## config.mk

```make
export PLATFORM = sky130hd
export DESIGN_NAME = script_byte_tokenizer
export DESIGN_NICKNAME = d
export VERILOG_FILES = /design/src/hdl/sbt_pkg.sv /design/src/hdl/sbt_front.sv /design/src/hdl/sbt_fifo.sv /design/src/hdl/sbt_emit.sv /design/src/hdl/script_byte_tokenizer.sv
export SDC_FILE = /design/constraint.sdc
export NUM_CORES = 1
export LEC_CHECK = 0
export BUFFER_PORTS_ARGS = -buffer_cell sky130_fd_sc_hd__buf_2
export CORE_ASPECT_RATIO = 0.5
export CORE_MARGIN = 4
export CORE_UTILIZATION = 40
export DETAILED_ROUTE_END_ITERATION = 6
export PLACE_DENSITY = 0.55
export SETUP_SLACK_MARGIN = 0.1
export SLEW_MARGIN = 5
export SYNTH_ARGS = -nofsm -noshare
export SYNTH_HDL_FRONTEND = slang
export SYNTH_HIERARCHICAL = 1
export SYNTH_SLANG_ARGS = --single-unit
```

## constraint.sdc

```tcl
create_clock -name clk_i -period 7.3 [get_ports clk_i]
set_input_delay 0.73 -clock clk_i [delete_from_list [all_inputs] [get_ports clk_i]]
set_output_delay 0.73 -clock clk_i [all_outputs]
set_load 0.005 [all_outputs]
```

## src/hdl/sbt_pkg.sv

```systemverilog
// ----------------------------------------------------------------------------
// sbt_pkg
// Shared types, constants and the keyword table of the script byte tokenizer.
// ----------------------------------------------------------------------------
package sbt_pkg;

  localparam int WORD_MAX_DEF  = 16;
  localparam int KEYWORD_COUNT = 39;
  localparam int KW_CHARS      = 14;
  localparam int LINE_W        = 24;
  localparam int MAX_RES       = 3;

  localparam logic [LINE_W-1:0] LINE_TOP = {LINE_W{1'b1}};

  localparam logic [2:0] KIND_NUMBER  = 3'd0;
  localparam logic [2:0] KIND_KEYWORD = 3'd1;
  localparam logic [2:0] KIND_IDENT   = 3'd2;
  localparam logic [2:0] KIND_STRING  = 3'd3;
  localparam logic [2:0] KIND_SYMBOL  = 3'd4;
  localparam logic [2:0] KIND_EOF     = 3'd5;

  typedef logic [KW_CHARS-1:0][7:0] kw_text_t;

  localparam kw_text_t KW_TEXT [KEYWORD_COUNT] = '{
    kw_text_t'("var"), kw_text_t'("scene"), kw_text_t'("sprite"), kw_text_t'("choice"),
    kw_text_t'("jump"), kw_text_t'("if"), kw_text_t'("and"), kw_text_t'("or"),
    kw_text_t'("true"), kw_text_t'("false"), kw_text_t'("bg"), kw_text_t'("bgm"),
    kw_text_t'("sfx"), kw_text_t'("ui"), kw_text_t'("halt"), kw_text_t'("return"),
    kw_text_t'("call"), kw_text_t'("local"), kw_text_t'("wait"), kw_text_t'("shake"),
    kw_text_t'("delay"), kw_text_t'("expression"), kw_text_t'("hide"), kw_text_t'("pos"),
    kw_text_t'("clear"), kw_text_t'("random"), kw_text_t'("fade"), kw_text_t'("move"),
    kw_text_t'({"fade_", "screen"}), kw_text_t'("narration"), kw_text_t'("alias"),
    kw_text_t'("timeline"), kw_text_t'("play"), kw_text_t'("leave"), kw_text_t'("event"),
    kw_text_t'("emit"), kw_text_t'("parallel"), kw_text_t'("await"),
    kw_text_t'({"play_", "sequence"})
  };

  localparam int KW_LEN [KEYWORD_COUNT] = '{
    3, 5, 6, 6, 4, 2, 3, 2, 4, 5, 2, 3, 3, 2, 4, 6, 4, 5, 4, 5,
    5, 10, 4, 3, 5, 6, 4, 4, 11, 9, 5, 8, 4, 5, 5, 4, 8, 5, 13
  };

  typedef struct packed {
    logic              has_char;
    logic [7:0]        text_char;
    logic              token_end;
    logic [2:0]        token_kind;
    logic [LINE_W-1:0] line_number;
  } rec_t;

  typedef struct packed {
    logic [1:0]         cnt;
    rec_t [MAX_RES-1:0] rec;
  } bundle_t;

endpackage

```

## src/hdl/sbt_front.sv

```systemverilog
// ----------------------------------------------------------------------------
// sbt_front
// Scanner: classifies each byte and produces the bundle of results it causes.
// ----------------------------------------------------------------------------
module sbt_front #(
  parameter int WORD_MAX = sbt_pkg::WORD_MAX_DEF
) (
  input  logic             clk_i,
  input  logic             rst_ni,
  input  logic             valid_i,
  output logic             ready_o,
  input  logic [7:0]       char_i,
  input  logic             eos_i,
  output logic             push_o,
  output sbt_pkg::bundle_t bundle_o,
  input  logic             full_i
);
  import sbt_pkg::*;

  localparam int LEN_W = $clog2(WORD_MAX + 2);
  localparam int IDX_W = $clog2(WORD_MAX);

  typedef enum logic [6:0] {
    M_IDLE    = 7'b0000001,
    M_COMMENT = 7'b0000010,
    M_NUM     = 7'b0000100,
    M_NUMSUF  = 7'b0001000,
    M_WORD    = 7'b0010000,
    M_STR     = 7'b0100000,
    M_STRESC  = 7'b1000000
  } mode_e;

  mode_e             mode_q, mode_d;
  logic [7:0]        held_q, held_d;
  logic              pend_q, pend_d;
  logic [LINE_W-1:0] line_q, line_d;
  logic [LEN_W-1:0]  wlen_q, wlen_d;
  logic [7:0]        wbuf_q [WORD_MAX];
  logic              wr_en;
  logic [IDX_W-1:0]  wr_idx;
  logic [KEYWORD_COUNT-1:0] kw_hit;
  logic [2:0]        word_kind;
  bundle_t           b;
  logic              fire;

  function automatic bundle_t push(bundle_t bi, rec_t r);
    bundle_t bo;
    bo = bi;
    if (bi.cnt < 2'(MAX_RES)) begin
      bo.rec[bi.cnt] = r;
      bo.cnt = bi.cnt + 2'd1;
    end
    return bo;
  endfunction

  function automatic rec_t ch_rec(logic [7:0] c);
    rec_t r;
    r = '0;
    r.has_char = 1'b1;
    r.text_char = c;
    return r;
  endfunction

  function automatic rec_t end_rec(logic [2:0] k, logic [LINE_W-1:0] ln);
    rec_t r;
    r = '0;
    r.token_end = 1'b1;
    r.token_kind = k;
    r.line_number = ln;
    return r;
  endfunction

  function automatic logic is_digit(logic [7:0] c);
    return c >= "0" && c <= "9";
  endfunction

  function automatic logic is_alpha(logic [7:0] c);
    return (c >= "a" && c <= "z") || (c >= "A" && c <= "Z");
  endfunction

  always_comb begin
    for (int k = 0; k < KEYWORD_COUNT; k++) begin
      kw_hit[k] = (wlen_q == LEN_W'(KW_LEN[k]));
      for (int i = 0; i < KW_CHARS - 1; i++) begin
        if (i < KW_LEN[k]) begin
          if (wbuf_q[i] != KW_TEXT[k][KW_LEN[k] - 1 - i]) kw_hit[k] = 1'b0;
        end
      end
    end
    word_kind = (wlen_q <= LEN_W'(WORD_MAX) && |kw_hit) ? KIND_KEYWORD : KIND_IDENT;
  end

  assign ready_o = !full_i;
  assign fire    = valid_i && ready_o;

  always_comb begin
    logic restart;
    logic [7:0] c;
    restart = 1'b0;
    c = char_i;
    b = '0;
    mode_d = mode_q;
    held_d = held_q;
    pend_d = pend_q;
    line_d = line_q;
    wlen_d = wlen_q;
    wr_en = 1'b0;
    wr_idx = wlen_q[IDX_W-1:0];
    if (eos_i) begin
      if (pend_q) b = push(b, end_rec(KIND_SYMBOL, line_q));
      unique case (mode_q)
        M_NUM, M_NUMSUF: b = push(b, end_rec(KIND_NUMBER, line_q));
        M_WORD:          b = push(b, end_rec(word_kind, line_q));
        M_STR:           b = push(b, end_rec(KIND_STRING, line_q));
        M_STRESC: begin
          b = push(b, ch_rec("\\"));
          b = push(b, end_rec(KIND_STRING, line_q));
        end
        default: ;
      endcase
      b = push(b, end_rec(KIND_EOF, line_q));
      mode_d = M_IDLE;
      pend_d = 1'b0;
      held_d = '0;
      wlen_d = '0;
      line_d = LINE_W'(1);
    end else if (pend_q) begin
      pend_d = 1'b0;
      if (c == "=" || (held_q == "-" && (c == ">" || c == "-")) ||
          (held_q == "+" && c == "+")) begin
        b = push(b, ch_rec(c));
        b = push(b, end_rec(KIND_SYMBOL, line_q));
      end else begin
        b = push(b, end_rec(KIND_SYMBOL, line_q));
        restart = 1'b1;
      end
    end else begin
      unique case (mode_q)
        M_COMMENT: begin
          if (c == 8'h0A) begin
            mode_d = M_IDLE;
            if (line_q != LINE_TOP) line_d = line_q + 1'b1;
          end
        end
        M_NUM: begin
          if (is_digit(c) || c == ".") b = push(b, ch_rec(c));
          else if (is_alpha(c)) begin
            b = push(b, ch_rec(c));
            mode_d = M_NUMSUF;
          end else begin
            b = push(b, end_rec(KIND_NUMBER, line_q));
            restart = 1'b1;
          end
        end
        M_NUMSUF: begin
          if (is_alpha(c) || is_digit(c)) b = push(b, ch_rec(c));
          else begin
            b = push(b, end_rec(KIND_NUMBER, line_q));
            restart = 1'b1;
          end
        end
        M_WORD: begin
          if (is_alpha(c) || is_digit(c) || c == "_") begin
            b = push(b, ch_rec(c));
            wr_en = (wlen_q < LEN_W'(WORD_MAX));
            if (wlen_q <= LEN_W'(WORD_MAX)) wlen_d = wlen_q + 1'b1;
          end else begin
            b = push(b, end_rec(word_kind, line_q));
            restart = 1'b1;
          end
        end
        M_STR: begin
          if (c == "\"") begin
            b = push(b, end_rec(KIND_STRING, line_q));
            mode_d = M_IDLE;
          end else if (c == "\\") mode_d = M_STRESC;
          else b = push(b, ch_rec(c));
        end
        M_STRESC: begin
          b = push(b, ch_rec(c));
          mode_d = M_STR;
        end
        default: restart = 1'b1;
      endcase
    end
    if (restart) begin
      mode_d = M_IDLE;
      if (c == " " || (c >= 8'd9 && c <= 8'd13)) begin
        if (c == 8'h0A && line_q != LINE_TOP) line_d = line_q + 1'b1;
      end else if (c == "#") begin
        mode_d = M_COMMENT;
      end else if (is_digit(c)) begin
        b = push(b, ch_rec(c));
        mode_d = M_NUM;
      end else if (is_alpha(c) || c == "_") begin
        b = push(b, ch_rec(c));
        wr_en = 1'b1;
        wr_idx = '0;
        wlen_d = LEN_W'(1);
        mode_d = M_WORD;
      end else if (c == "\"") begin
        mode_d = M_STR;
      end else if (c == "-" || c == "+" || c == "*" || c == "/" ||
                   c == "=" || c == "!" || c == ">" || c == "<") begin
        b = push(b, ch_rec(c));
        held_d = c;
        pend_d = 1'b1;
      end else begin
        b = push(b, ch_rec(c));
        b = push(b, end_rec(KIND_SYMBOL, line_q));
      end
    end
  end

  assign push_o   = fire && (b.cnt != 2'd0);
  assign bundle_o = b;

  always_ff @(posedge clk_i or negedge rst_ni) begin
    if (!rst_ni) begin
      mode_q <= M_IDLE;
      held_q <= '0;
      pend_q <= 1'b0;
      line_q <= LINE_W'(1);
      wlen_q <= '0;
    end else if (fire) begin
      mode_q <= mode_d;
      held_q <= held_d;
      pend_q <= pend_d;
      line_q <= line_d;
      wlen_q <= wlen_d;
    end
  end

  always_ff @(posedge clk_i) begin
    if (fire && !eos_i && wr_en) wbuf_q[wr_idx] <= char_i;
  end

endmodule

```

## src/hdl/sbt_fifo.sv

```systemverilog
// ----------------------------------------------------------------------------
// sbt_fifo
// Two-entry queue of result bundles between scanner and emitter.
// ----------------------------------------------------------------------------
module sbt_fifo (
  input  logic             clk_i,
  input  logic             rst_ni,
  input  logic             push_i,
  input  sbt_pkg::bundle_t data_i,
  output logic             full_o,
  input  logic             pop_i,
  output logic             empty_o,
  output sbt_pkg::bundle_t data_o
);
  import sbt_pkg::*;

  bundle_t    mem_q [2];
  logic       wp_q, rp_q;
  logic [1:0] cnt_q;

  assign full_o  = (cnt_q == 2'd2);
  assign empty_o = (cnt_q == 2'd0);
  assign data_o  = mem_q[rp_q];

  always_ff @(posedge clk_i or negedge rst_ni) begin
    if (!rst_ni) begin
      wp_q  <= 1'b0;
      rp_q  <= 1'b0;
      cnt_q <= '0;
    end else begin
      if (push_i) wp_q <= ~wp_q;
      if (pop_i) rp_q <= ~rp_q;
      if (push_i && !pop_i) cnt_q <= cnt_q + 2'd1;
      else if (pop_i && !push_i) cnt_q <= cnt_q - 2'd1;
    end
  end

  always_ff @(posedge clk_i) begin
    if (push_i) mem_q[wp_q] <= data_i;
  end

endmodule

```

## src/hdl/sbt_emit.sv

```systemverilog
// ----------------------------------------------------------------------------
// sbt_emit
// Emitter: sends the results of each queued bundle one per cycle while ready_i is high.
// ----------------------------------------------------------------------------
module sbt_emit (
  input  logic             clk_i,
  input  logic             rst_ni,
  input  logic             empty_i,
  input  sbt_pkg::bundle_t data_i,
  output logic             pop_o,
  output logic             valid_o,
  input  logic             ready_i,
  output sbt_pkg::rec_t    rec_o,
  output logic             last_o
);
  import sbt_pkg::*;

  logic [1:0] idx_q;
  logic       valid_q;
  rec_t       rec_q;
  logic       last_q;
  logic       load;
  logic       is_last;

  assign load    = (!valid_q || ready_i) && !empty_i;
  assign is_last = (idx_q == data_i.cnt - 2'd1);
  assign pop_o   = load && is_last;
  assign valid_o = valid_q;
  assign rec_o   = rec_q;
  assign last_o  = last_q;

  always_ff @(posedge clk_i or negedge rst_ni) begin
    if (!rst_ni) begin
      idx_q   <= '0;
      valid_q <= 1'b0;
    end else begin
      if (load) begin
        valid_q <= 1'b1;
        idx_q   <= is_last ? 2'd0 : idx_q + 2'd1;
      end else if (ready_i) begin
        valid_q <= 1'b0;
      end
    end
  end

  always_ff @(posedge clk_i) begin
    if (load) begin
      rec_q  <= data_i.rec[idx_q];
      last_q <= is_last;
    end
  end

endmodule

```

## src/hdl/script_byte_tokenizer.sv

```systemverilog
// ----------------------------------------------------------------------------
// script_byte_tokenizer
// Streaming tokenizer: source bytes in, token characters and token ends out.
// ----------------------------------------------------------------------------
// Channel | Direction | tdata                     | tuser                | tlast
// s_axis  | in        | [7:0] char                | -                    | end of source
// m_axis  | out       | [7:0] char, [31:8] line   | [0] char, [1] end,   | last result
//         |           |                           | [4:2] kind           |
// The scanner takes one byte per cycle while the two-bundle queue has room.
// Each byte gives zero to three results; the emitter sends one per cycle
// while m_axis_tready is high and the queue is not empty.
// After reset the line count is one and the scanner is between tokens.
// Either side may stall without stopping the other until the queue fills or drains.
// ----------------------------------------------------------------------------
module script_byte_tokenizer #(
  parameter int WORD_MAX = sbt_pkg::WORD_MAX_DEF
) (
  input  logic        clk_i,
  input  logic        rst_ni,
  input  logic        s_axis_tvalid,
  output logic        s_axis_tready,
  input  logic [7:0]  s_axis_tdata,   // [7:0] char_value
  input  logic        s_axis_tlast,   // end_of_source
  output logic        m_axis_tvalid,
  input  logic        m_axis_tready,
  output logic [31:0] m_axis_tdata,   // [7:0] text_char, [31:8] line_number
  output logic [4:0]  m_axis_tuser,   // [0] has_char, [1] token_end, [4:2] token_kind
  output logic        m_axis_tlast    // last_result_of_byte
);
  import sbt_pkg::*;

  logic    push, full, pop, empty;
  bundle_t in_b, out_b;
  rec_t    rec;

  sbt_front #(.WORD_MAX(WORD_MAX)) u_front (
    .clk_i    (clk_i),
    .rst_ni   (rst_ni),
    .valid_i  (s_axis_tvalid),
    .ready_o  (s_axis_tready),
    .char_i   (s_axis_tdata),
    .eos_i    (s_axis_tlast),
    .push_o   (push),
    .bundle_o (in_b),
    .full_i   (full)
  );

  sbt_fifo u_fifo (
    .clk_i   (clk_i),
    .rst_ni  (rst_ni),
    .push_i  (push),
    .data_i  (in_b),
    .full_o  (full),
    .pop_i   (pop),
    .empty_o (empty),
    .data_o  (out_b)
  );

  sbt_emit u_emit (
    .clk_i   (clk_i),
    .rst_ni  (rst_ni),
    .empty_i (empty),
    .data_i  (out_b),
    .pop_o   (pop),
    .valid_o (m_axis_tvalid),
    .ready_i (m_axis_tready),
    .rec_o   (rec),
    .last_o  (m_axis_tlast)
  );

  assign m_axis_tdata = {rec.line_number, rec.text_char};
  assign m_axis_tuser = {rec.token_kind, rec.token_end, rec.has_char};

endmodule
```

Word-level counts from Yosys, hierarchy flattened
Memories as Yosys holds them, arrays and structs flattened.
Cells that the tools add are included.
{"block": "classes", "add_sub_neg": 12, "n_lt_le_gt_ge": 29, "eq_ne": 145, "n_mux": 337, "n_bitwise": 5, "n_reduce_logical": 54}
{"op": "$mux 113", "n": 32}
{"op": "$bwmux 111", "n": 8}
{"op": "$ne 8x7->1 const B", "n": 104}
{"op": "$pmux 113 s5", "n": 1}
{"op": "$mux 37", "n": 13}
{"op": "$pmux 113 s4", "n": 1}
{"op": "$demux 37 s2", "n": 6}
{"op": "$mux 112", "n": 2}
{"op": "$mux 1", "n": 220}
{"op": "$mux 24", "n": 8}
{"op": "$eq 8x6->1 const B", "n": 14}
{"op": "$and 96x96->96", "n": 1}
{"op": "$not 96->96", "n": 1}
{"op": "$mux 7", "n": 12}
{"op": "$bmux 37 s2", "n": 1}
{"op": "$mux 8", "n": 8}
{"op": "$mux 5", "n": 10}
{"op": "$reduce_or 39->1", "n": 1}
{"op": "$pmux 7 s4", "n": 1}
{"op": "$eq 5x4->1 const B", "n": 5}
{"op": "$add 24x1->24 const B", "n": 1}
{"op": "$ne 24x24->1 const B", "n": 1}
{"op": "$logic_and 1x1->1", "n": 22}
{"op": "$lt 2x3->1 const B", "n": 7}
{"op": "other kinds (43)", "n": 102}
{"block": "word_totals", "reg_bits": 90, "mem_bits_rw": 354, "in_bits": 13, "output_inout_bits": 40, "wordCells": 600, "memories": 2}
{"name": "u_fifo.mem_q", "words": 2, "word_bits": 113, "rd": 1, "rd_clocked_by_memory_dff": 0, "write_ports": 1, "line_no": "sbt_fifo.sv:17", "rtl": "bundle_t mem_q [2];"}
{"name": "u_front.wbuf_q", "words": 16, "word_bits": 8, "rd": 13, "rd_clocked_by_memory_dff": 0, "write_ports": 1, "line_no": "sbt_front.sv:38", "rtl": "logic [7:0] wbuf_q [WORD_MAX];"}

Longest topological paths before layout
Gate-level depths: netlist (run 1).
An unclocked memory read counts as a cell.
{"block": "logic_depth", "depth_word": 61, "depth_mapped": 14, "depth_no_buf": 11}

Cells and area by module
Netlist (run 1), hierarchy kept.
{"module": "sbt_front", "n_inst": 1, "cells_per_inst": 1058, "area_per_inst_um2": 9904.5, "seq_area_each_um2": 4251.6}
{"module": "sbt_fifo", "n_inst": 1, "cells_per_inst": 368, "area_per_inst_um2": 8589.5, "seq_area_each_um2": 6886.6}
{"module": "sbt_emit", "n_inst": 1, "cells_per_inst": 182, "area_per_inst_um2": 2124.5, "seq_area_each_um2": 1216.2}

Worst setup path after synthesis (run 1)
No wires, ideal clock.
{"block": "synth_path", "path_type": "input port to flip-flop", "start": "input s_axis_tdata[2]", "end": "memory u_fifo/mem_q[0][0] (netlist bit) (enable)", "setup_ns": 0.600, "t_arrival_ns": 7.780, "t_required_ns": 6.700, "slack_ns": -1.080, "path_stages": 9, "path_buffers": 1, "path_cell_list": "buf_2 > or4_1 > o22ai_2 > o22ai_2 > or2_2 > or2_2 > a21o_1 > a21oi_1 > nor2b_1"}
{"block": "synth_between", "elab_chain_cells": 30, "word_cells_on_any_way": 82, "classes_between": "2 x add/sub; 10 x order compare; 14 x eq/ne; 32 x mux; 24 x reduce/logical"}
{"element": "start, declared", "line_no": "script_byte_tokenizer.sv:22", "rtl": "input logic [7:0] s_axis_tdata,"}
{"element": "parallel branches: the longest is 25 deep, another holds $add 2x1->2"}
{"element": "$mux 113 (*)", "line_no": "sbt_front.sv:186", "rtl": "if (restart) begin"}
{"element": "$reduce_bool 2->1 (*)", "line_no": "sbt_front.sv:215", "rtl": "assign push_o = fire && (b.cnt != 2'd0);"}
{"element": "$logic_and 1x1->1 (*)", "line_no": "sbt_front.sv:215"}
{"element": "via push", "line_no": "script_byte_tokenizer.sv:32", "rtl": "logic push, full, pop, empty;"}
{"element": "$mux 1 (*)", "line_no": "sbt_fifo.sv:39", "rtl": "if (push_i) mem_q[wp_q] <= data_i;"}
{"element": "$mux 1 (implied by the code) (*)", "line_no": "sbt_fifo.sv:39"}
{"element": "end, declared", "line_no": "sbt_fifo.sv:17"}
Mark *: on every way through the listed nets, which the timed path passes. The select of a mux whose other input is x is not followed.

Worst setup path in the final report (run 1)
{"block": "layout_path", "start": "register u_front.mode_q[5]", "end": "memory u_fifo/mem_q[0][5] (netlist bit) (enable)"}
{"block": "layout_between", "elab_chain_cells": 29, "word_cells_on_any_way": 43, "classes_between": "3 x add/sub; 3 x order compare; 6 x eq/ne; 27 x mux; 4 x reduce/logical"}
{"element": "start, declared", "line_no": "sbt_front.sv:33", "rtl": "mode_e mode_q, mode_d;"}
{"element": "start signal, assigned", "line_no": "sbt_front.sv:226", "rtl": "mode_q <= mode_d;"}
{"element": "$eq 7x3->1 / $eq 7x4->1 (equally long branches)", "line_no": "sbt_front.sv:111, sbt_front.sv:138"}
{"element": "$reduce_or 2->1", "line_no": "sbt_front.sv:111", "rtl": "unique case (mode_q)"}
{"element": "$pmux 113 s4", "line_no": "sbt_front.sv:111"}
{"element": "$mux 113", "line_no": "sbt_front.sv:109", "rtl": "if (eos_i) begin"}
{"element": "$add 2x1->2 / $lt 2x2->1 (equally long branches)", "line_no": "sbt_front.sv:51, sbt_front.sv:49"}
{"element": "$mux 113", "line_no": "sbt_front.sv:49", "rtl": "if (bi.cnt < 2'(MAX_RES)) begin"}
{"element": "$mux 113", "line_no": "sbt_front.sv:109"}
{"element": "$add 2x1->2 / $lt 2x2->1 (equally long branches)", "line_no": "sbt_front.sv:51, sbt_front.sv:49"}
{"element": "(+14 left out)"}
{"element": "$mux 113", "line_no": "sbt_front.sv:190", "rtl": "end else if (c == \"#\") begin"}
{"element": "$mux 113", "line_no": "sbt_front.sv:188", "rtl": "if (c == \" \" || (c >= 8'd9 && c <= 8'd13)) begin"}
{"element": "$mux 113 (*)", "line_no": "sbt_front.sv:186"}
{"element": "$reduce_bool 2->1 (*)", "line_no": "sbt_front.sv:215"}
{"element": "$logic_and 1x1->1 (*)", "line_no": "sbt_front.sv:215"}
{"element": "via push", "line_no": "script_byte_tokenizer.sv:32"}
{"element": "$mux 1 (*)", "line_no": "sbt_fifo.sv:39"}
{"element": "$mux 1 (implied by the code) (*)", "line_no": "sbt_fifo.sv:39"}
Mark *: on every way through the listed nets, which the timed path passes. The rest lies on a longest branch. The select of a mux whose other input is x is not followed.

==> results of run 1 <==
## routing by layer
layer / part of all wire, % / vias to the layer above / global-route usage [%]
met5: 0 / - / 0
met4: 1.9 / 0 / 4.26
met3: 5.3 / 100 / 3.18
met2: 47 / 434 / 33.4
met1: 45 / 7001 / 27.6
li1: - / 6235 / -
## stage by stage
stage | total power [mW] | util, % | setup WS (ns) | hold slack [ns] | cells
after global placement | 5.18 | 42.5 | 2.30 | 0.466 | 2276
final | 7.31 | 45.2 | 2.57 | 0.294 | 2348
after floorplan | 4.69 | - | 1.09 | 0.434 | 1616
after CTS | 7.41 | 45.2 | 2.57 | 0.309 | 2348
after detailed placement | 5.22 | 42.5 | 2.28 | 0.468 | 2276
after global routing | 7.68 | 45.2 | 2.33 | 0.330 | 2348
## final cells by class
cell class / count / area share (%)
Tap cell: 690 / 3.78
Sequential cell: 420 / 54.1
Multi-Input combinational cell: 1064 / 33.7
Timing Repair Buffer: 75 / 2.06
Clock inverter: 19 / 0.849
Inverter: 27 / 0.444
Clock buffer: 53 / 5.10
## placed cells by master (no fill, tap or decap), types with 9 or more instances in the layout
cell / instances
a21oi_1: 30
and2_1: 19
and3_1: 16
and4b_1: 9
buf_2: 52
buf_4: 20
clkbuf_16: 44
conb_1: 9
dfrtp_1: 48
edfxtp_1: 368
inv_1: 25
mux2_2: 58
mux2_4: 60
mux2i_1: 49
nand2_1: 130
nand2b_1: 13
nand3_1: 62
nand3b_1: 9
nand4_1: 51
nor2_1: 80
nor2b_1: 30
nor3_1: 49
nor3b_1: 66
nor4_1: 30
nor4b_1: 12
nor4bb_1: 24
o21ai_0: 58
o21ai_1: 9
o22ai_1: 16
## final timing paths
check	start	end	slack, ns	cells past startpoint
worst max-delay path	u_front/mode_q[5]$_DFFE_PN0P_	u_fifo/mem_q[0][5]$_DFFE_PP_	2.57	9
worst min-delay path	rst_ni	u_front/mode_q[5]$_DFFE_PN0P_	0.29	2
worst max register to register	u_front/mode_q[5]$_DFFE_PN0P_	u_fifo/mem_q[0][5]$_DFFE_PP_	2.57	9
worst min register to register	u_front/held_q[5]$_DFFE_PN0P_	u_front/held_q[5]$_DFFE_PN0P_	0.49	2
max in group asynchronous	rst_ni	u_fifo/rp_q$_DFFE_PN0P_	6.46	2
min in group clk_i	u_front/held_q[5]$_DFFE_PN0P_	u_front/held_q[5]$_DFFE_PN0P_	0.49	2
## cell families after synthesis
kind of cell | count (synthesis) | synth area share [%]
AOI/OAI and AO/OA | 212 | 7.31
xor gates and xnor gates | 10 | 0.461
adders and majority gates | 6 | 0.364
buffers and inverters | 132 | 3.31
DFF | 420 | 59.9
muxes | 167 | 9.92
other | 1 | 0.0182
and+or+nand+nor | 660 | 18.7
## critical path: cells and delay by family, from the launching register on
family	cells	cell delay (ns)
compound gates	2	0.65
buf+inv	1	0.36
flops	1	0.54
simple gates	6	2.71
## report_power, final
| part | internal (mW) | switching, mW |
|---|---|---|
| sequential | 3.13 | 0.261 |
| clock | 1.24 | 0.931 |
| combinational | 0.784 | 0.960 |
## sequential cells by signal (all words and copies together), names as in the netlist
signal	cells
u_front/line_q	24
u_fifo/wp_q	1
u_front/wbuf_q	104
u_fifo/rp_q	1
u_front/mode_q	7
u_front/held_q	8
u_emit/last_o	1
u_front/wlen_q	5
u_front/pend_q	1
u_emit/valid_o	1
u_fifo/mem_q	226
u_fifo/cnt_q	2
u_emit/rec_o	37
u_emit/idx_q	2
==> run_results.csv, run 1 <==
group,metric,value,unit
clock_tree,htreeDepth,2,
routing,first_iter_violations,1584,
synth,ys_seq_area_share,59.9,%
die,row_count,58,
critical_path,worst-setup-path-type,"reg -> reg",
routing,routedWlPerCell,24.0,microns
critical_path,slowest_stage,"nor2b_4",
clock_tree,cts_tree,"done",
min_path,hp-class,"in -> async",
critical_path,slowest_delay,0.90,ns
synth,synth_most_common_cell,"edfxtp_1",
synth,avgSynthCellArea,12.8,sq um
synth,synth.area.top_cells,"edfxtp_1 (54%), dfrtp_1 (6.1%), mux2_4 (4.4%)",
die,die-area,55500,sq um
sta,fmax,212,MHz
routing,dr_total_vias,13800,
synth,syn_area,20600,sq um
critical_path,critPathCaptureType,"register",
placement,dpl.hpwl,36400,microns
clock_tree,cts.reportedPaths.clkPinSlew,0.07,ns
sta,report.final.slew_viol_count,0,
grt,grt_pass1_wl,85700,microns
clock_tree,cts_buffer_depth,3,
final_layout,drive_gt1_share,18.5,%
clock_tree,cts_made_buffers,40,
sta,skew,0.0295,ns
final_layout,nets,1647,
die,start_util,40.8,%
synth,synth_edf_count,368,
synth,synth_top_area_share,53.6,%
flow_run,drv_cap,0,
final_layout,stdcell_area,22800,sq um
die,die_h,169,microns
routing,drc,0,
critical_path,cp.arrival,4.96,ns
routing,detail-route-antenna-nets,0,
synth,synth_commonest_cells,"edfxtp_1 (368), nand2_1 (130), nor2_1 (80)",
grt,grt_max_degree,67,
sta,finalCritPeriodShare,64.8,%
sta,finalSetupViolations,0,
final_layout,seqCellArea,12400,sq um
critical_path,start_kind,"register",
final_layout,fill_cells,4588,
clock_tree,hold_buffers,0,
routing,routed_wl,56300,microns
placement,place.gp.congestion,0.913,
synth,yosysTopAreaCell,"edfxtp_1",
die,io_pins,53,
power_and_ir_drop,powerDensity,320,nW/um^2
sta,max_slew_margin,14.8,%
synth,synth_cell_types,96,
grt,antenna_found_initial,0,
critical_path,cp_cell_sequence,"or4_4, or3_1, nand2_1, nor4_1, nand3b_4, a21o_1, a21oi_1, nor2b_4, buf_12",
synth,synth_warnings,6,
die,core,50600,sq um
final_layout,multi_input_area,7690,sq um
final_layout,antenna_cells,0,
clock_tree,clk_root_buffer_cell,"clkbuf_16",
clock_tree,ctsResizeCount,0,
synth,ys_async_sr_fraction,12.4,%
synth,synth-main-ff-cell,"edfxtp_1",
routing,vias_per_cell,5.86,
die,die_width,329,microns
clock_tree,post-cts-setup-buffers,0,
status,status,"completed",
clock_tree,clk_latency,0.57,ns
grt,gr-total-overflow,0,
synth,synth-seq-cells,420,
sta,worst_pin_slew,1.28,ns
power_and_ir_drop,ir_worst_vdd,0.175,mV
final_layout,area_growth,10.8,%
grt,grt.total_usage,20.0,%
sta,hold_viol_final,0,
clock_tree,cts_sinks,420,
synth,synthCells,1608,
sta,period_needed,4.73,ns
sta,rsz0062_at_grt,"no",
placement,place_area,21500,sq um
critical_path,cp_data_required_time,7.53,ns
routing,firstDrtPassIters,6,
sta,tns,0,ns
placement,portBuffers,52,
critical_path,cp_max_fo,54,
power_and_ir_drop,p_leak,7.88,nW
grt,grt_pass1_vias,14000,
Note: power is estimated with default switching activity, not from simulation.
==> run 2: changes to the inputs <==
- PLACE_DENSITY: 0.55 -> 0.53
- clock period: 7.3 -> 4.8 ns (I/O delays scaled with it)
==> run_results.csv, run 2 (synthesis results as in run 1) <==
group,metric,value,unit
status,status,"completed",
sta,worst_pin_slew,1.01,ns
sta,skew,0.0294,ns
routing,routedWlPerCell,23.8,microns
die,die_h,169,microns
placement,dpl.hpwl,37000,microns
final_layout,fill_cells,4650,
sta,finalSetupViolations,0,
power_and_ir_drop,powerDensity,480,nW/um^2
final_layout,antenna_cells,0,
clock_tree,cts_buffer_depth,3,
sta,hold_viol_final,0,
routing,detail-route-antenna-nets,0,
die,die_width,329,microns
sta,fmax,264,MHz
clock_tree,clk_latency,0.57,ns
critical_path,r2r_start,"u_front/mode_q[5]$_DFFE_PN0P_",
grt,grt.total_usage,20.0,%
routing,dr_total_vias,13900,
routing,drc,0,
critical_path,cp_data_required_time,5.00,ns
clock_tree,cts_tree,"done",
routing,firstDrtPassIters,7,
power_and_ir_drop,power.total,11.0,mW
critical_path,r2r_cells,9,
placement,place.gp.congestion,0.930,
power_and_ir_drop,p_leak,7.93,nW
sta,finalCritPeriodShare,78.8,%
die,row_count,58,
final_layout,area_growth,11.0,%
routing,vias_per_cell,5.87,
critical_path,worst-setup-path-type,"reg -> reg",
clock_tree,clk_root_buffer_cell,"clkbuf_16",
routing,routed_wl,56300,microns
clock_tree,cts_made_buffers,41,
grt,grt_max_degree,84,
routing,first_iter_violations,1173,
clock_tree,cts_sinks,420,
final_layout,seqCellArea,12400,sq um
critical_path,critPathCaptureType,"register",
sta,tns,0,ns
die,io_pins,53,
sta,max_slew_margin,31.6,%
critical_path,setup.worst_path.start,"u_front/mode_q[5]$_DFFE_PN0P_",
critical_path,cp.arrival,3.98,ns
sta,report.final.slew_viol_count,0,
critical_path,start_kind,"register",
die,core,50600,sq um
placement,dp.cells,2293,
clock_tree,post-cts-setup-buffers,0,
clock_tree,hold_buffers,0,
clock_tree,cts.reportedPaths.clkPinSlew,0.07,ns
grt,grt_pass1_vias,13800,
min_path,hp-class,"in -> async",
final_layout,stdcell_count,2367,
sta,period_needed,3.78,ns
flow_run,drv_cap,0,
final_layout,final_common_cell,"edfxtp_1",
grt,grt_pass1_wl,84700,microns
sta,rsz0062_at_grt,"no",
final_layout,largest_reg_flops,226,
final_layout,multi_input_area,7690,sq um
final_layout,nets,1665,
clock_tree,ctsResizeCount,0,
critical_path,cp_max_fo,80,
grt,antenna_found_initial,1,
clock_tree,htreeDepth,2,
die,start_util,40.8,%
final_layout,regMostFlops,"u_fifo/mem_q",
final_layout,drive_gt1_share,19.4,%
final_layout,layout_common_cells,"edfxtp_1 (368), nand2_1 (130), nor2_1 (80)",
die,die-area,55500,sq um
placement,portBuffers,52,
power_and_ir_drop,ir_worst_vdd,0.255,mV
grt,gr-total-overflow,0,
[run 2: report_power, final]
part	internal, mW	switching [mW]	leakage [nW]
clock	1.69	1.43	0.620
combinational	1.21	1.47	3.16
sequential	4.76	0.407	4.14
total	7.66	3.31	7.93
[run 2: cell type report]
type / instances / area share (%)
inverters: 27 / 0.443
well taps: 690 / 3.77
clock inverters: 28 / 0.935
flip-flops and latches: 420 / 54.0
multi-input cells: 1064 / 33.6
repair buffers: 92 / 2.56
clock buffers: 46 / 4.70
[run 2: worst paths after layout]
kind / slack (ns) / end
setup / recovery: 1.02 / u_fifo/mem_q[0][11]$_DFFE_PP_
hold / removal: 0.06 / u_front/line_q[21]$_DFFE_PN0P_
setup reg to reg: 1.02 / u_fifo/mem_q[0][11]$_DFFE_PP_
hold reg to reg: 0.50 / u_fifo/cnt_q[1]$_DFFE_PN0P_
max in group asynchronous: 4.17 / u_fifo/rp_q$_DFFE_PN0P_
min in group clk_i: 0.28 / u_emit/valid_o$_DFFE_PN0P_
[run 2: metal layers]
metal | vias up | track usage (%) | wire length (microns)
met5 | - | 0 | 13
met2 | 468 | 32.7 | 26400
met4 | 2 | 5.21 | 1410
li1 | 6286 | - | -
met1 | 7021 | 27.4 | 25000
met3 | 107 | 3.98 | 3510
[run 2: stage by stage]
stage / hold WS, ns / setup WS, ns / utilization (%) / cell area [sq um]
6_report: 0.0644 / 1.02 / 45.2 / 22900
5_1_grt: 0.101 / 0.794 / 45.2 / 22900
4_1_cts: 0.0648 / 1.06 / 45.2 / 22900
3_5_place_dp: 0.482 / 0.773 / 42.7 / 21600
3_3_place_gp: 0.464 / 0.882 / 42.7 / 21600
2_1_floorplan: 0.184 / 0.158 / - / 20700
[run 2: critical path: stages (launching register included)]
cell	delay [ns]
dfrtp_1	0.55
or4_4	0.57
or3_1	0.41
nand2_1	0.19
nor4_1	0.09
nand3b_4	0.39
a21o_1	0.29
a21oi_2	0.22
nor2b_4	0.22
buf_12	0.37
==> run 3: changes to the inputs <==
- PLACE_DENSITY: 0.53 -> 0.55
- clock period: 4.8 -> 3.2 ns (I/O delays scaled with it)
==> run_results.csv, run 3 (synthesis results as in run 1) <==
group,metric,value,unit
die,row_count,58,
sta,skew,0.0213,ns
routing,routedWlPerCell,23.3,microns
sta,fmax,317,MHz
placement,dpl.hpwl,39000,microns
power_and_ir_drop,pwr-share-comb,27.8,%
clock_tree,cts.reportedPaths.clkPinSlew,0.06,ns
grt,grt_use_met1,27.8,%
critical_path,cp_data_required_time,3.48,ns
clock_tree,cts_tree,"done",
critical_path,critPathCaptureType,"register",
routing,vias_per_cell,5.77,
final_layout,largest_reg_flops,226,
sta,tns,0,ns
final_layout,stdcell_count,2496,
sta,period_needed,3.16,ns
clock_tree,cts_made_buffers,41,
routing,dr_total_vias,14400,
grt,gr-total-overflow,0,
grt,grt_pass1_vias,14600,
routing,firstDrtPassIters,5,
sta,hold_viol_final,0,
die,core,50600,sq um
power_and_ir_drop,powerDensity,709,nW/um^2
placement,dp.cells,2393,
die,start_util,40.8,%
critical_path,worst-setup-path-type,"reg -> reg",
sta,finalSetupViolations,0,
final_layout,area_growth,18.1,%
final_layout,final_common_cell,"edfxtp_1",
grt,grt.total_usage,20.5,%
grt,use_met3,3.39,%
power_and_ir_drop,ir_worst_vdd,0.460,mV
clock_tree,cts_buffer_depth,3,
status,status,"completed",
routing,routed_wl,58200,microns
final_layout,regMostFlops,"u_fifo/mem_q",
placement,place.gp.congestion,0.982,
critical_path,start_kind,"register",
placement,place_ws,-0.0615,ns
grt,busiest_layer,"met2",
min_path,hp-class,"in -> reg",
final_layout,layout_common_cells,"edfxtp_1 (368), nand2_1 (129), buf_4 (129)",
sta,rsz0062_at_grt,"yes",
critical_path,cp_max_fo,8,
final_layout,drive_gt1_share,25.7,%
grt,grt_pass1_wl,87900,microns
power_and_ir_drop,p_leak,8.71,nW
final_layout,stdcell_area,24300,sq um
grt,antenna_found_initial,4,
routing,drc,0,
final_layout,final_util,48.1,%
power_and_ir_drop,clockPowerShare,28.6,%
clock_tree,cts_sinks,420,
final_layout,nets,1793,
placement,portBuffers,52,
sta,fin_ws,0.0444,ns
clock_tree,clk_latency,0.57,ns
clock_tree,clk_root_buffer_cell,"clkbuf_16",
clock_tree,htreeDepth,2,
placement,place_area,22500,sq um
final_layout,antenna_cells,0,
die,die_h,169,microns
die,die_width,329,microns
sta,fin_hold_ws,0.0914,ns
flow_run,drv_cap,0,
sta,finalCritPeriodShare,98.6,%
sta,max_slew_margin,49.7,%
power_and_ir_drop,power.total,17.3,mW
power_and_ir_drop,switchingPower,5.05,mW
die,die-area,55500,sq um
routing,first_iter_violations,1233,
power_and_ir_drop,swShare,29.3,%
critical_path,cp.arrival,3.44,ns
grt,grt_max_degree,78,
die,io_pins,53,
grt,grtUsageMet2,34.5,%
routing,detail-route-antenna-nets,0,
power_and_ir_drop,seqPwrFrac,43.6,%
power_and_ir_drop,power.internal,12.2,mW
sta,worst_pin_slew,0.755,ns
sta,report.final.slew_viol_count,0,
==> run 3: worst max-delay path, stage by stage (launching register included) <==
cell and delay (ns):
dfrtp_2 0.44, or4_4 0.53, or4_4 0.52, a21oi_4 0.19, a21oi_2 0.08, a21o_1 0.20, a21oi_4 0.21, nor2b_4 0.32
buf_12 0.21, clkbuf_16 0.17
==> run 3: what timing repair did <==
action,4_1_cts,5_1_grt
pin swaps,2,8
gates resized for setup,7,28
gates cloned,1,8
hold endpoints to repair,27,0
setup buffers,3,15
endpoints found under the setup margin,120,229
hold buffers,1,0
==> run 3: final cells by class <==
type	instances	area, sq um
clock buffers	52	1120
clock inverters	23	253
fillers	4474	26200
inverters	27	101
multi-input cells	1065	7750
flip-flops and latches	420	12400
well taps	690	863
repair buffers	219	1900
==> run 3: worst paths after layout <==
kind	startpoint	to	slack (ns)	cells after the start
worst min register to register	u_front/held_q[5]$_DFFE_PN0P_	u_front/held_q[5]$_DFFE_PN0P_	0.50	2
worst max register to register	u_front/mode_q[2]$_DFFE_PN0P_	u_fifo/mem_q[0][64]$_DFFE_PP_	0.04	9
min in group asynchronous	rst_ni	u_front/line_q[3]$_DFFE_PN0P_	0.37	2
worst min-delay path	m_axis_tready	u_emit/valid_o$_DFFE_PN0P_	0.09	3
worst max-delay path	u_front/mode_q[2]$_DFFE_PN0P_	u_fifo/mem_q[0][64]$_DFFE_PP_	0.04	9
max in group asynchronous	rst_ni	u_front/mode_q[0]$_DFFE_PN1P_	1.96	3
==> run 3: routing by layer <==
layer	share of wire [%]	routed length (microns)
met2	48	27700
met1	44	25700
met5	0.022	13
met4	2.5	1460
met3	5.8	3360
==> run 3: power by group through the flow <==
| stage | registers, mW | clock network [mW] | logic (mW) |
|---|---|---|---|
| floorplan | 7.54 | 0 | 3.14 |
| global placement | 7.59 | 0 | 4.53 |
| detailed placement | 7.62 | 0 | 4.61 |
| CTS | 7.53 | 5.08 | 4.67 |
| global route | 7.61 | 5.32 | 5.17 |
| finish | 7.52 | 4.93 | 4.80 |
